[config.mk]
export PLATFORM = sky130hd
export DESIGN_NAME = rpmg_divider
export DESIGN_NICKNAME = d
export VERILOG_FILES = /design/src/sv/rpmg_pkg.sv /design/src/sv/rpmg_divider.sv
export SDC_FILE = /design/constraint.sdc
export NUM_CORES = 1
export LEC_CHECK = 0
export BUFFER_PORTS_ARGS = -buffer_cell sky130_fd_sc_hd__buf_2
export CAP_MARGIN = 20
export CORE_UTILIZATION = 59
export CTS_BUF_LIST = sky130_fd_sc_hd__clkbuf_8 sky130_fd_sc_hd__clkbuf_16
export DETAILED_ROUTE_END_ITERATION = 10
export PLACE_DENSITY_LB_ADDON = 0.08
export SLEW_MARGIN = 25
export SYNTH_ARGS = -nofsm -noshare
export SYNTH_HDL_FRONTEND = slang
export SYNTH_SLANG_ARGS = --single-unit
[constraint.sdc]
create_clock -name clk -period 6.7 [get_ports clk]
set_input_delay 0.335 -clock clk [delete_from_list [all_inputs] [get_ports clk]]
set_output_delay 0.335 -clock clk [all_outputs]
set_load 0.01 [all_outputs]
[src/sv/rpmg_pkg.sv]
// ----------------------------------------------------------------------------
// rpmg_pkg: shared types and constants of the Prim maze generator
// Grid bounds, queue sizing, operation codes and sequencer states.
// ----------------------------------------------------------------------------
package rpmg_pkg;
  localparam int MAX_ROWS    = 32;
  localparam int MAX_COLS    = 32;
  localparam int QUEUE_DEPTH = 4096;
  localparam int NUM_CELLS   = MAX_ROWS * MAX_COLS;
  localparam int ROW_W       = $clog2(MAX_ROWS);
  localparam int COL_W       = $clog2(MAX_COLS);
  localparam int CELL_W      = ROW_W + COL_W;
  localparam int QADDR_W     = $clog2(QUEUE_DEPTH);
  localparam int QCNT_W      = QADDR_W + 1;
  localparam int QENT_W      = CELL_W + 2;
  localparam int CELL_ENT_W  = 5;   // {taken, walls[3:0]}

  localparam logic OP_START = 1'b0;
  localparam logic OP_STEP  = 1'b1;

  localparam logic [1:0] REG_ROWS = 2'd0;
  localparam logic [1:0] REG_COLS = 2'd1;
  localparam logic [1:0] REG_SROW = 2'd2;
  localparam logic [1:0] REG_SCOL = 2'd3;

  localparam logic [1:0] DIR_LEFT  = 2'd0;
  localparam logic [1:0] DIR_RIGHT = 2'd1;
  localparam logic [1:0] DIR_UP    = 2'd2;
  localparam logic [1:0] DIR_DOWN  = 2'd3;

  typedef enum logic [4:0] {
    ST_IDLE, ST_CLEAR, ST_SEED, ST_DIV, ST_QRD, ST_QRD2, ST_QWAIT, ST_QMOVE,
    ST_RDA, ST_RDB, ST_CHK, ST_WRA, ST_WRB, ST_PUSH, ST_OUT
  } state_t;

  // last member sits in the lowest bits
  typedef struct packed {
    logic       finished;
    logic [4:0] end_col;
    logic [4:0] end_row;
    logic [1:0] direction;
    logic [4:0] cell_col;
    logic [4:0] cell_row;
    logic       wall_broken;
  } result_t;
endpackage

[src/sv/rpmg_divider.sv]
// ----------------------------------------------------------------------------
// rpmg_divider: restoring remainder unit
// Produces num mod den, one quotient bit per cycle.
// ----------------------------------------------------------------------------
module rpmg_divider (
  input  logic                        clk,
  input  logic                        rst,
  input  logic                        start,
  input  logic [31:0]                 num,
  input  logic [rpmg_pkg::QCNT_W-1:0] den,
  output logic                        done,
  output logic [rpmg_pkg::QCNT_W-1:0] rem
);
  import rpmg_pkg::*;

  logic [31:0]       shreg;
  logic [QCNT_W:0]   part;
  logic [5:0]        cnt;
  logic              busy;
  logic [QCNT_W:0]   trial;

  always_comb trial = {part[QCNT_W-1:0], shreg[31]};

  always_ff @(posedge clk) begin
    if (rst) begin
      busy <= 1'b0;
      done <= 1'b0;
      cnt  <= '0;
    end else begin
      done <= 1'b0;
      if (start) begin
        busy <= 1'b1;
        cnt  <= 6'd32;
      end else if (busy) begin
        cnt <= cnt - 6'd1;
        if (cnt == 6'd1) begin
          busy <= 1'b0;
          done <= 1'b1;
        end
      end
    end
  end

  always_ff @(posedge clk) begin
    if (start) begin
      shreg <= num;
      part  <= '0;
    end else if (busy) begin
      shreg <= {shreg[30:0], 1'b0};
      if (trial >= {1'b0, den}) part <= trial - {1'b0, den};
      else                      part <= trial;
    end
  end

  assign rem = part[QCNT_W-1:0];
endmodule

==> metrics.md <==
| Metric | Value |
|---|---|
| Clock root cell | clkbuf_8 |
| First-pass GRT wire length | roughly 10 mm |
| Antenna violations before repair | 0 |
| Fin nets | between 400 and 500 |
| Post-route DRC | 0 |
| Die height | 73.7 µm |
| Internal power | 0.000541 W |
| Cell area after placement | 0.00337 mm² |
| H-tree depth | 2 |
| Starting Density | a little over three fifths |
| Setup_tns | 0 ns |
| Maximum clock path buffer count | 2 |
| Place WS | 4.05 ns |
| Main synth FF type | edfxtp_1 |
| Final Cell Area | 0.00345 mm² |
| R2r endpoint | part[1] |
| Crit start category | register |
| Critical path class | register to register |
| Clk sink count | 53 |
| Routed Antenna Nets | 0 |
| Yosys reg bits | 53 |
| FF-to-FF setup slack | 4.07 ns |
| NetSw | approximately 0.00022 W |
| Critical R2R Launch | shreg[31] |
| Post-CTS Hold Buffers | 0 |
| RSZ-0062 raised after global routing | false |
| CP top delay family | compound AO/OA/AOI/OAI gates |
| DP Cell Count | 400 |
| Rel. slew slack | 35.3% |
| Final Slew Violations | 0 |
| Share of layout cells above drive strength 1 | between 30 and 40% |
| Post-CTS sizing | 0 |
| Seq/Total Area, Yosys | between 40 and 50% |
| Hold Violations, Final | 0 |
| Post-Route Hold Slack | 0.202 ns |
| Register area | 0.00138 mm² |
| Die W | 73.7 µm |
| Cell count of the worst reg-to-reg path | 9 |
| Worst skew pair latency | 0.30 ns |
| Hpwl dp | 4.28 mm |
| Drt pass-1 iters | 4 |
| Mapped Area | 0.00303 mm² |
| Crit path launch | shreg[31] |
| Site row count | 25 |
| Initial DRC Count | 173 |
| TritonCTS clock tree | yes |
| DRT Wirelength | 5.88 mm |
| CP max stage cell | o31ai_2 |
| Worst-margin pin slew | 0.970 ns |
| Routed vias/inst | about 5.7 |
| Clk slew on worst S/H paths | 0.09 ns |
| Syn Nets | between 300 and 400 |
| Combinational Power Share | 24.7% |
| Mean Syn Cell Area | between 10 and 15 µm² |
| Vias in the first global route | between 2000 and 2500 |
| Clock group share of total power | 23.1% |
| Async S/R FF share, synth | 0% |
| Min Clock Period, post-route | 2.63 ns |
| GRT Residual Overflow | 0 |
| Fmax | 381 MHz |
| Final WS setup | 4.07 ns |
| N_diodes | 0 |
| VDD IR max | 0.000138 V |
| Distinct cell type count after synthesis | 52 |
| FILL cells | 391 |
| CP endpoint | part[1] |
| Largest net degree at the start of global routing | 50 |
| Clock Skew | 0.00385 ns |
| Setup Buffers After CTS | 0 |
| Number of CTS-inserted buffers | 5 |
| GRT Overall Usage | 24.3% |
| Run status | finished clean |
| DR vias | 2326 |
| Layout Cells excl Fill | 408 |
| Post-synthesis cell count | 283 |
| YS warnings | 0 |
| Setup violations, final | 0 |
| Tightest Hold Check Type | input port to register |
| CP Buf/Inv Count | 1 |
| IO buf count | approximately 60 |
| Post-synth EDFFs | 32 |
| Flop pwr share | a little over half |
| Gp weighted congestion | 0.852 |
| Critical Path AT | 2.82 ns |
| Die area | 0.00543 mm² |
| Fin crit share | 39.2% |
| Sw Share | 29.3% |
| Crit path largest cell delay | around 0.78 ns |
| Crit path depth | 9 |
| Static Leak | 1.47 nW |
| Worst Path Required | 6.90 ns |
| Multi-input gate area | approximately 0.0015 mm² |
| DR WL/cell | 14.4 µm |
| Power per cell area | 222 mW/mm² |
| Max_cap viols | 0 |
| Core area | 0.00482 mm² |
| Area Overhead vs Synth | 14.0% |
| Crit path cell chain | inv_1 -> ha_1 -> fa_1 -> nand2b_1 -> a21o_2 -> a21oi_2 -> o31ai_2 -> a2111oi_2 -> a311o_1 |
| CP Max Fanout | 13 |
| Critical Path Sink Type | register |
| # IOs | 62 |
-- power by group through the flow --
stage,Combinational (W),Clock [W],Sequential (W)
after floorplan,0.000139,0,0.000405
after global placement,0.000185,0,0.000406
after detailed placement,0.000188,0,0.000407
after CTS,0.000189,0.000181,0.000400
after global routing,0.000213,0.000192,0.000404
final,0.000189,0.000177,0.000399
-- cells in the final DEF (no fill, tap or decap), types with 2 or more instances in the layout --
cell       count
nand3_1       12
o21ai_0        5
nor2_1        26
a2111oi_2      2
buf_2         61
o21ai_1        8
mux2_2        31
a311oi_1      10
dfxtp_1       21
a21o_1         4
a21oi_1       14
nand2b_1       4
nor3_1         5
nor2b_1        2
xnor2_1        8
a211oi_2       2
o41ai_1        2
nor4_1         2
ha_1          15
o21bai_1       2
inv_1         20
mux2i_1        2
nand2_1       12
buf_4          2
xor2_1         4
a311o_1        2
edfxtp_1      32
clkbuf_8       5
-- worst min-delay path by stage --
stage / from / endpoint / depth (start not counted) / slack [ns]
finish: rst / cnt[5] / 2 / 0.20
global route: rst / cnt[5] / 2 / 0.20
CTS: rst / cnt[5] / 2 / 0.20
detailed placement: cnt[1] / cnt[1] / 2 / 0.49
global placement: cnt[1] / cnt[1] / 2 / 0.48
floorplan: rst / cnt[5] / 1 / 0.40
-- flip-flops by register name, indices dropped and copies added, names as in the netlist --
signal  flops
shreg      32
busy        1
cnt         6
done        1
part       13
-- cells in the mapped netlist (4+ instances only) --
library cell,count,area share [%]
edfxtp_1,32,32
mux2_2,31,12
nor2_1,26,3.2
dfxtp_1,21,14
inv_1,20,2.5
ha_1,15,6.2
a21oi_1,14,2.3
nand2_1,12,1.5
nand3_1,12,2.0
a311oi_1,10,2.9
o21ai_1,8,1.3
xnor2_1,8,2.3
clkbuf_1,5,0.62
nor3_1,5,0.83
o21ai_0,5,0.83
a21o_1,4,0.99
buf_1,4,0.50
nand2b_1,4,0.83
xor2_1,4,1.2
-- cells by family after synthesis --
group / Yosys count / synth area share, %
AO/OA/AOI/OAI: 64 / 15.7
XOR/XNOR: 12 / 3.47
adder cells (fa/ha/maj): 16 / 6.86
buffers and inverters: 33 / 4.67
flip-flops: 53 / 45.6
multiplexers: 33 / 12.2
AND/OR/NAND/NOR: 72 / 11.5
-- final cells by class --
cell class	instances	share of cell area (%)
well taps	67	2.43
clock buffers	5	1.99
repair buffers	63	9.28
inverters	20	2.17
clock inverters	3	0.507
flip-flops and latches	53	40.0
multi-input cells	197	43.6
-- metal layers --
layer,GRT usage [%],up-vias,wire [µm]
met4,8.76,0,113
met3,6.04,14,362
met1,31.8,1062,2630
met5,0,-,0
li1,-,1167,-
met2,39.0,83,2770
-- metrics by stage --
stage | utilization [%] | power (W)
finish | 71.7 | 0.000766
floorplan | - | 0.000544
global route | 71.7 | 0.000808
detailed placement | 69.9 | 0.000595
CTS | 71.7 | 0.000770
global placement | 69.9 | 0.000591
Note: power is estimated with default switching activity, not from simulation.
