`src/sv/rpmg_ram.sv`:
```
// ----------------------------------------------------------------------------
// rpmg_ram: generic single-port synchronous RAM
// One write or one read per cycle, read data registered.
// ----------------------------------------------------------------------------
module rpmg_ram #(
  parameter int WIDTH = 8,
  parameter int DEPTH = 16
) (
  input  logic                     clk,
  input  logic                     we,
  input  logic [$clog2(DEPTH)-1:0] addr,
  input  logic [WIDTH-1:0]         wdata,
  output logic [WIDTH-1:0]         rdata
);
  logic [WIDTH-1:0] mem [DEPTH];

  always_ff @(posedge clk) begin
    if (we) mem[addr] <= wdata;
    rdata <= mem[addr];
  end
endmodule

```
`config.mk`:
```
export PLATFORM = sky130hd
export DESIGN_NAME = rpmg_ram
export DESIGN_NICKNAME = d
export VERILOG_FILES = /design/src/sv/rpmg_ram.sv
export SDC_FILE = /design/constraint.sdc
export NUM_CORES = 1
export LEC_CHECK = 0
export ABC_AREA = 1
export BUFFER_PORTS_ARGS = -buffer_cell sky130_fd_sc_hd__buf_2
export CORE_ASPECT_RATIO = 1.1
export CORE_MARGIN = 10
export CORE_UTILIZATION = 35
export DETAILED_ROUTE_END_ITERATION = 7
export HOLD_SLACK_MARGIN = 0.12
export PLACE_DENSITY = 0.58
export SYNTH_ARGS = -nofsm -noshare
export SYNTH_HDL_FRONTEND = slang
export SYNTH_SLANG_ARGS = --single-unit
```
`constraint.sdc`:
```
create_clock -name clk -period 2 [get_ports clk]
set_input_delay 0 -clock clk [delete_from_list [all_inputs] [get_ports clk]]
set_output_delay 0 -clock clk [all_outputs]
set_load 0.01 [all_outputs]
```
==> out/metrics.yaml, run 1 <==
die:
  floorplan.initialDensity_pct: 35.7
  pin_count: 22
  die_area_mm2: 0.0214
  die_h_um: 153
  rows: 48
  die_w_um: 141
  core_mm2: 0.0157
route:
  wirelength_mm: 13.1
  via_count: 3814
  first_iter_violations: 428
  drc: 0
  ant_nets: 0
  firstDrtPassIters: 5
  wl_per_cell_um: 16.2
  viasPerCell: 4.71
pwr:
  clock_power_share_pct: 47.0
  netSwitchingPower_uw: 1470
  p_seq_share_pct: 46.9
  p_leak_uw: 0.00287
  pwr-share-comb_pct: 6.1
  powerDensity_mw_per_mm2: 1020
  ir_worst_vdd_uv: 852
  p_int_uw: 5370
  swShare_pct: 21.5
worst_setup_path:
  crit_fanout: 1
  crit_path_top_delay_cell: "edfxtp_1"
  reg2reg_depth: 8
  worst_path_most_repeated_cell: "nand2_1"
  crit_required_ps: 2320
  r2r_start: "mem[2][1]"
  critPathKind: "reg2reg"
  r2r_slack_ps: 950
  cp_num_buf_inv: 1
  crit_end: "rdata[1]"
  start_kind: "register"
  cp_slowest_stage_delay_ps: 380
  crit_family: "simple AND/OR/NAND/NOR gates"
  rr_endpoint: "rdata[1]"
  worstSetupPathDepth: 8
  end_kind: "register"
  crit_start: "mem[2][1]"
  cp.arrival_ps: 1370
  crit_chain: "nand2_1 -> nand2_1 -> nand2_1 -> nand2_1 -> nand2_1 -> nand2_1 -> inv_1 -> nand2_1"
synthesis:
  synth_seq_cells: 136
  synth_top_area_cell: "edfxtp_1"
  avgSynthCellArea_um2: 10.2
  synth_area_mm2: 0.00559
  synth_nets: 562
  synth_top_area_share_pct: 68.7
  yosysWarnings: 0
  synthTopCellsByArea: "edfxtp_1, nand2_1, dfxtp_1, inv_1, nor2_1"
  synth_edf_count: 128
  synth_common_cells: "nand2_1, edfxtp_1, inv_1"
  async_reset_ff_share_pct: 0
  syn_inst: 548
  ys.flop_type: "edfxtp_1"
  yosysSeqAreaShare_pct: 71.6
  yosys.cell_count.top_type: "nand2_1"
  synth.distinct_cells: 11
clocking:
  root_buffer: "clkbuf_16"
  path_clk_slew_ps: 60
  clock_latency_ps: 420
  cts_buffers: 17
  cts_tree: "built"
  cts_sinks: 136
  htreeDepth: 4
  clockBufferDepth: 2
  post-cts-setup-buffers: 0
grt:
  overflow: 0
  grt_pass1_wl_mm: 20.6
  grt_max_degree: 40
  antenna_found_initial: 0
  grt_pass1_vias: 3906
  grt.total_usage_pct: 12.6
min_path:
  min_from: "addr[2]"
  hold_path_class: "in2reg"
timing:
  tightestPinTransition_ps: 714
  achievable-frequency_mhz: 953
  fin_setup_tns_ps: 0
  setup_viol: 0
  finalClockSkew_ps: 8.59
  drv_slew: 0
  layout_setup_ws_ps: 951
  finalHoldViolCount: 0
  post-route-period-util_pct: 52.5
  slew_headroom_pct: 52.2
  grt_setup_unrepaired: "no"
  min_period_ps: 1050
final_layout:
  diodes: 0
  fillers: 1477
  drive_above_1_share_pct: 12.0
  nets: 610
  area_growth_pct: 19.8
outcome:
  outcome: "completed"
placement:
  pre_cts_slack_ps: 526
  port-buffer-count: 21
  dp_hpwl_mm: 8.50
  gp_congestion: 0.902
job:
  maxCapViolCount: 0
[per-stage QoR]
stage / hold WS [ps] / utilization [%] / total power (uW) / area, um2 / cells
4_1_cts: 150 / 42.7 / 6890 / 6700 / 809
6_report: 156 / 42.7 / 6830 / 6700 / 809
5_1_grt: 195 / 42.7 / 7070 / 6700 / 809
3_5_place_dp: 401 / 38.3 / 3670 / 6000 / 769
3_3_place_gp: 401 / 38.3 / 3670 / 6000 / 769
2_1_floorplan: 98.9 / - / 3490 / 5590 / 548
[routing by layer]
layer	part of all wire, %	GRT usage, %
met1	42	14.7
met2	52	21.7
met3	4.4	2.71
met4	1.9	5.71
met5	0	0
[area by class of cell]
type	instances	area [um2]	area share, %
Clock buffer	21	470	7.02
Clock inverter	11	145	2.17
Inverter	23	86.3	1.29
Multi-Input combinational cell	368	1390	20.7
Sequential cell	136	4000	59.8
Timing Repair Buffer	50	355	5.31
Tap cell	200	250	3.74
[what timing repair did]
item | CTS | global route
hold buffers | 8 | 0
resized for setup | 0 | 0
hold endpoints to repair | 128 | 0
[sequential cells by signal, summed over array words and instances (netlist names)]
| name | count |
|---|---|
| mem | 128 |
| rdata | 8 |
[power groups by stage]
| stage | Sequential, uW | Clock, uW | Combinational (uW) |
|---|---|---|---|
| final | 3200 | 3210 | 414 |
| after CTS | 3210 | 3260 | 420 |
| after detailed placement | 3260 | 0 | 406 |
| after global routing | 3210 | 3400 | 468 |
| after floorplan | 3270 | 0 | 220 |
| after global placement | 3260 | 0 | 401 |
[worst min path at each step]
| stage | end | slack, ps | cells past startpoint |
|---|---|---|---|
| after floorplan | mem[0][0] | 100 | 0 |
| after global placement | rdata[7] | 400 | 1 |
| after detailed placement | rdata[7] | 400 | 1 |
| after CTS | rdata[0] | 150 | 7 |
| after global routing | rdata[0] | 200 | 7 |
| final | rdata[0] | 160 | 7 |
[cells by family (layout without fill, tap and decap cells)]
family	Yosys count	in the layout	share of synthesized area [%]
buffers and inverters	44	105	3.62
DFF	136	136	71.6
and+or+nand+nor	368	368	24.8
[worst min-delay path: cells and delay by family]
family | cells | cell delay (ps)
and+or+nand+nor | 4 | 220
buffers and inverters | 3 | 310
[cells in the final DEF, fill, tap and decap left out]
cell type / n
clkbuf_8: 3
clkinv_1: 2
clkbuf_1: 1
nand3_1: 4
nand2_1: 346
inv_2: 1
buf_4: 20
inv_6: 1
clkinvlp_4: 2
clkinv_4: 2
clkinv_2: 2
edfxtp_1: 128
nor2_1: 18
clkbuf_16: 17
buf_2: 21
bufinv_16: 3
dlygate4sd3_1: 8
inv_1: 21
dfxtp_1: 8
buf_12: 1
Power figures use the tool's default switching activity.
==> run 2: changes to the inputs <==
ABC_AREA = 0   (was 1)
clock period = 1.1 ns   (was 2 ns; I/O delays follow)
==> run 2 against run 1 <==
Compared with the run above: the run now ends with setup timing left; worst hold slack gained 94 ps; first-iteration DRC count shrank 52%; highest routed layer unchanged; area after synthesis shrank 9.4%; cell count shrank 36%; sequential cell count is the same; worst setup slack lost 1200 ps; largest power group is now registers; largest cell class unchanged; total power grew 79%; wire length shrank 20%; die area shrank 8.1%.
==> out/metrics.yaml, run 2 <==
timing:
  achievable-frequency_mhz: 745  # -22%
  slew_headroom_pct: 42.5  # -9.7 points
  post-route-period-util_pct: 122  # +70 points
  finalHoldViolCount: 0  # unchanged
  finalClockSkew_ps: 7.99  # -0.594 ps
  fin_setup_tns_ps: -1440  # -1440 ps
  drv_slew: 0  # unchanged
  grt_setup_unrepaired: "yes"
  layout_setup_ws_ps: -242  # -1190 ps
  tightestPinTransition_ps: 860  # +146 ps
  min_period_ps: 1340  # +292 ps
  setup_viol: 8  # +8
final_layout:
  largest_reg_flops: 128  # unchanged
  drive_above_1_share_pct: 46.6  # +35 points
  final_common_cell: "edfxtp_1"
  nets: 325  # -47%
  area_growth_pct: 32.5
  diodes: 0  # unchanged
  fillers: 1168  # -21%
  reg_top3: "mem (128), rdata (8)"
  layout_common_cells: "edfxtp_1, mux4_2, buf_4"
  top_register: "mem"
grt:
  grt_max_degree: 17  # -57%
  antenna_found_initial: 0  # unchanged
  overflow: 0  # unchanged
  grt.total_usage_pct: 11.5  # -1.2 points
  grt_pass1_vias: 2711  # -31%
  grt_pass1_wl_mm: 16.6  # -20%
worst_setup_path:
  crit_fanout: 1  # unchanged
  critPathKind: "reg2reg"
  crit_chain: "mux4_2 -> a22oi_1 -> nand2_1"
  start_kind: "register"
  cp_num_buf_inv: 0  # -1
  r2r_start: "mem[3][6]"
  crit_family: "multiplexers"
  crit_required_ps: 1400  # -920 ps
  end_kind: "register"
  r2r_slack_ps: -240  # -1190 ps
  rr_endpoint: "rdata[6]"
  crit_path_top_delay_cell: "mux4_2"
  cp_slowest_stage_delay_ps: 480  # +100 ps
  cp.arrival_ps: 1640  # +270 ps
  reg2reg_depth: 3  # -5
min_path:
  holdPathStages: 5  # -2
  holdPathEnd: "rdata[6]"
  hold_path_class: "in2reg"
  min_from: "addr[1]"
die:
  pin_count: 22  # unchanged
  die_area_mm2: 0.0197  # -8.1%
  die_h_um: 146  # -4.2%
  floorplan.initialDensity_pct: 35.4  # -0.32 points
  die_w_um: 135  # -4.1%
  core_mm2: 0.0143  # -8.6%
  rows: 46  # -4.2%
synthesis:
  synth_area_mm2: 0.00507  # -9.4%
  synth_top_area_share_pct: 75.9  # +7.1 points
  synth_top_area_cell: "edfxtp_1"
  syn_inst: 230  # -58%
  synth_common_cells: "edfxtp_1, mux4_2, a22oi_1"
  avgSynthCellArea_um2: 22.0  # +120%
  async_reset_ff_share_pct: 0  # unchanged
  synth_seq_cells: 136  # unchanged
  yosysSeqAreaShare_pct: 79.0  # +7.4 points
  synth_edf_count: 128  # unchanged
  ys.flop_type: "edfxtp_1"
  yosys.cell_count.top_type: "edfxtp_1"
  synth_nets: 244  # -57%
  synth.distinct_cells: 18  # +7
  synthTopCellsByArea: "edfxtp_1, mux4_2, dfxtp_1, a22oi_1, nor2_1"
  yosysWarnings: 0  # unchanged
clocking:
  path_clk_slew_ps: 60  # about the same
  cts_sinks: 136  # unchanged
  cts_buffers: 17  # unchanged
  htreeDepth: 4  # unchanged
  cts_tree: "built"
  root_buffer: "clkbuf_16"
  clock_latency_ps: 410  # about the same
  clockBufferDepth: 2  # unchanged
pwr:
  powerDensity_mw_per_mm2: 1820  # +78%
  ir_worst_vdd_uv: 1090  # +27%
  power.total_uw: 12200  # +79%
  p_leak_uw: 0.00223  # -22%
outcome:
  outcome: "finished, violations left"
  violations: "setup timing"
route:
  firstDrtPassIters: 4  # -1
  ant_nets: 0  # unchanged
  drc: 0  # unchanged
  via_count: 2499  # -34%
  first_iter_violations: 206  # -52%
  wirelength_mm: 10.5  # -20%
  wl_per_cell_um: 20.4  # +26%
  viasPerCell: 4.84  # +2.7%
placement:
  port-buffer-count: 21  # unchanged
  dp_hpwl_mm: 7.00  # -18%
  gp_congestion: 0.732  # -19%
job:
  maxCapViolCount: 0  # unchanged
[run 2: worst max path at each step]
stage               cells after the start        end       from
floorplan                               3  mem[8][0]    addr[1]
global placement                        6   rdata[5]    addr[0]
global route                            3   rdata[1]  mem[3][1]
detailed placement                      6   rdata[5]    addr[0]
CTS                                     3   rdata[1]  mem[2][1]
finish                                  3   rdata[6]  mem[3][6]
[run 2: final cells by class]
cell class	instances	area, um2	share of cell area (%)
tap	192	240	3.58
sequential	136	4000	59.6
multi-input combinational	83	1140	17.0
clock buffer	19	443	6.60
clock inverter	13	155	2.31
timing repair buffer	73	728	10.8
[run 2: worst reg2reg max path, cell delays in order (launching register included)]
cell	delay (ps)
edfxtp_1	360
mux4_2	480
a22oi_1	310
nand2_1	80
[run 2: metal layers]
| metal | part of all wire, % | wire, um | GRT usage [%] |
|---|---|---|---|
| met5 | 0 | 0 | 0 |
| met4 | 1.0 | 110 | 4.36 |
| met3 | 5.6 | 589 | 3.84 |
| met2 | 49 | 5190 | 17.4 |
| met1 | 44 | 4650 | 14.9 |
[run 2: repair_timing]
| action | in CTS | in global routing |
|---|---|---|
| hold endpoints to repair | 128 | 0 |
| hold buffers | 8 | 0 |
| endpoints found under the setup margin | 8 | 8 |
| buffers inserted | 0 | 0 |
| resized for setup | 2 | 1 |
| cloned | 0 | 0 |
[run 2: cells by family after synthesis]
group / share of synthesized area, %
AO/OA/AOI/OAI: 2.37
multiplexers: 14.2
flip-flops: 79.0
buffers and inverters: 1.19
AND/OR/NAND/NOR: 3.21
[run 2: power breakdown]
group / total (uW) / internal (uW) / switching (uW)
combinational: 715 / 339 / 376
clock: 5650 / 3600 / 2050
sequential: 5830 / 5800 / 36.8
[run 2: per-stage QoR]
stage | util, % | instances | setup WS, ps | hold slack (ps) | area [um2]
after floorplan | - | 230 | -52.2 | 98.9 | 5200
after global placement | 42.0 | 476 | -376 | 390 | 6020
after detailed placement | 42.0 | 476 | -371 | 401 | 6020
after CTS | 46.8 | 516 | -239 | 242 | 6710
after global routing | 46.9 | 516 | -289 | 253 | 6720
final | 46.9 | 516 | -242 | 250 | 6720
==> run 3: changes to the inputs <==
CTS_CLUSTER_SIZE = 28   (was unset)
clock period = 1.5 ns   (was 1.1 ns; I/O delays follow)
==> run 3 against run 2 <==
Compared with the run above: the run now ends clean; global-route usage shrank 0.43 points; combinational power down 37%; final area is 6.3% lower; clock skew shrank 3.1 ps; die area unchanged; total power down 30%; clock-buffer cell count increased by 10; first-iteration DRC count is 12% lower.
==> out/metrics.yaml, run 3 (same netlist as run 2, synthesis figures left out) <==
worst_setup_path:
  reg2reg_depth: 3  # unchanged
  crit_family: "multiplexers"
  cp_slowest_stage_delay_ps: 470  # about the same
  cp_num_buf_inv: 0  # unchanged
  worstSetupPathDepth: 3  # unchanged
  crit_chain: "mux4_2 -> a22oi_1 -> nand2_1"
  start_kind: "register"
  rr_endpoint: "rdata[6]"
  end_kind: "register"
  crit_required_ps: 1790  # +390 ps
  critPathKind: "reg2reg"
  crit_start: "mem[11][6]"
  r2r_start: "mem[11][6]"
  crit_fanout: 1  # unchanged
  crit_path_top_delay_cell: "mux4_2"
  cp.arrival_ps: 1610  # -30 ps
  r2r_slack_ps: 180  # +430 ps
clocking:
  root_buffer: "clkbuf_16"
  cts_buffers: 17  # unchanged
  path_clk_slew_ps: 50  # about the same
  cts_tree: "built"
  post-cts-setup-buffers: 0  # unchanged
  clock_latency_ps: 410  # about the same
  clockBufferDepth: 2  # unchanged
  htreeDepth: 4  # unchanged
  cts_sinks: 136  # unchanged
timing:
  fin_setup_tns_ps: 0  # +1440 ps
  min_period_ps: 1320  # -26.3 ps
  tightestPinTransition_ps: 395  # -466 ps
  finalClockSkew_ps: 4.85  # -3.14 ps
  setup_viol: 0  # -8
  slew_headroom_pct: 73.7  # +31 points
  finalHoldViolCount: 0  # unchanged
  drv_slew: 0  # unchanged
  post-route-period-util_pct: 87.7  # -34 points
  achievable-frequency_mhz: 760  # +2.0%
  hold_ws_ps: 178  # -71.8 ps
  grt_setup_unrepaired: "no"
final_layout:
  drive_above_1_share_pct: 36.1  # -11 points
  layout_common_cells: "edfxtp_1, buf_4, mux4_2"
  largest_reg_flops: 128  # unchanged
  fin_util_pct: 43.9  # -3.0 points
  area_growth_pct: 24.1
  final_common_cell: "edfxtp_1"
  nets: 317  # -2.5%
  top_register: "mem"
  reg_top3: "mem (128), rdata (8)"
  diodes: 0  # unchanged
grt:
  grt_pass1_wl_mm: 15.7  # -5.4%
  grt.total_usage_pct: 11.1  # -0.43 points
  grt_use_met3_pct: 3.57  # -0.27 points
  overflow: 0  # unchanged
  grt_most_used_layer: "met2"
  grt_pass1_vias: 2666  # -1.7%
  antenna_found_initial: 0  # unchanged
  use_met2_pct: 16.7  # -0.69 points
  grt_max_degree: 21  # +4
  use_met1_pct: 13.9  # -0.98 points
route:
  firstDrtPassIters: 4  # unchanged
  ant_nets: 0  # unchanged
  via_count: 2447  # -2.1%
  drc: 0  # unchanged
  first_iter_violations: 181  # -12%
  wl_per_cell_um: 20.3  # -0.85%
  wirelength_mm: 10.3  # -2.4%
  viasPerCell: 4.82  # -0.54%
placement:
  dp_hpwl_mm: 6.86  # -2.0%
  gp_congestion: 0.723  # -1.1%
  port-buffer-count: 21  # unchanged
pwr:
  ir_worst_vdd_uv: 722  # -33%
  powerDensity_mw_per_mm2: 1360  # -25%
  p_leak_uw: 0.00212  # -4.9%
min_path:
  hold_path_class: "in2reg"
  min_from: "addr[3]"
  holdPathStages: 5  # unchanged
  holdPathEnd: "rdata[6]"
die:
  floorplan.initialDensity_pct: 35.4  # unchanged
  die_w_um: 135  # unchanged
  core_mm2: 0.0143  # unchanged
  die_h_um: 146  # unchanged
  pin_count: 22  # unchanged
  rows: 46  # unchanged
  die_area_mm2: 0.0197  # unchanged
outcome:
  outcome: "completed"
job:
  maxCapViolCount: 0  # unchanged
## run 3: routing by layer
metal  vias to the layer above  wire [um]
met1                      1264       4640
met2                        63       4940
met5                         -          0
li1                       1108          -
met4                         0        131
met3                        12        580
## run 3: repair_timing
item	4_1_cts	5_1_grt
hold buffers	8	0
endpoints found under the setup margin	0	0
resized for setup	0	0
endpoints found under the hold margin	128	0
## run 3: per-stage QoR
step / instance area, um2 / total power (uW) / worst slack, ps / cells
3_5_place_dp: 5660 / 4800 / 16.8 / 468
3_3_place_gp: 5660 / 4790 / 19.5 / 468
2_1_floorplan: 5070 / 4580 / 6.99 / 230
4_1_cts: 6290 / 8660 / 160 / 508
6_report: 6290 / 8570 / 185 / 508
5_1_grt: 6290 / 8850 / 75.2 / 508
## run 3: power breakdown
part           switching (uW)  internal (uW)  leakage [uW]  total, uW
Combinational             243            210      0.000628        453
Clock                    1390           2450      0.000270       3840
Sequential               27.9           4250       0.00122       4280
## run 3: tightest hold or removal path: stages
cell and delay (ps):
buf_2 140, nor2b_1 110, buf_4 180, a22oi_1 80, nand2_1 60
## run 3: area by class of cell
cell class                 count  area (um2)
sequential                   136        4000
fill                        1226        8040
multi-input combinational     83        1000
tap                          192         240
clock inverter                 3        40.0
clock buffer                  29         510
timing repair buffer          65         493
## run 3: worst max-delay path by stage
| stage | to |
|---|---|
| global placement | rdata[3] |
| floorplan | mem[0][0] |
| CTS | rdata[4] |
| finish | rdata[6] |
| detailed placement | rdata[3] |
| global route | rdata[4] |
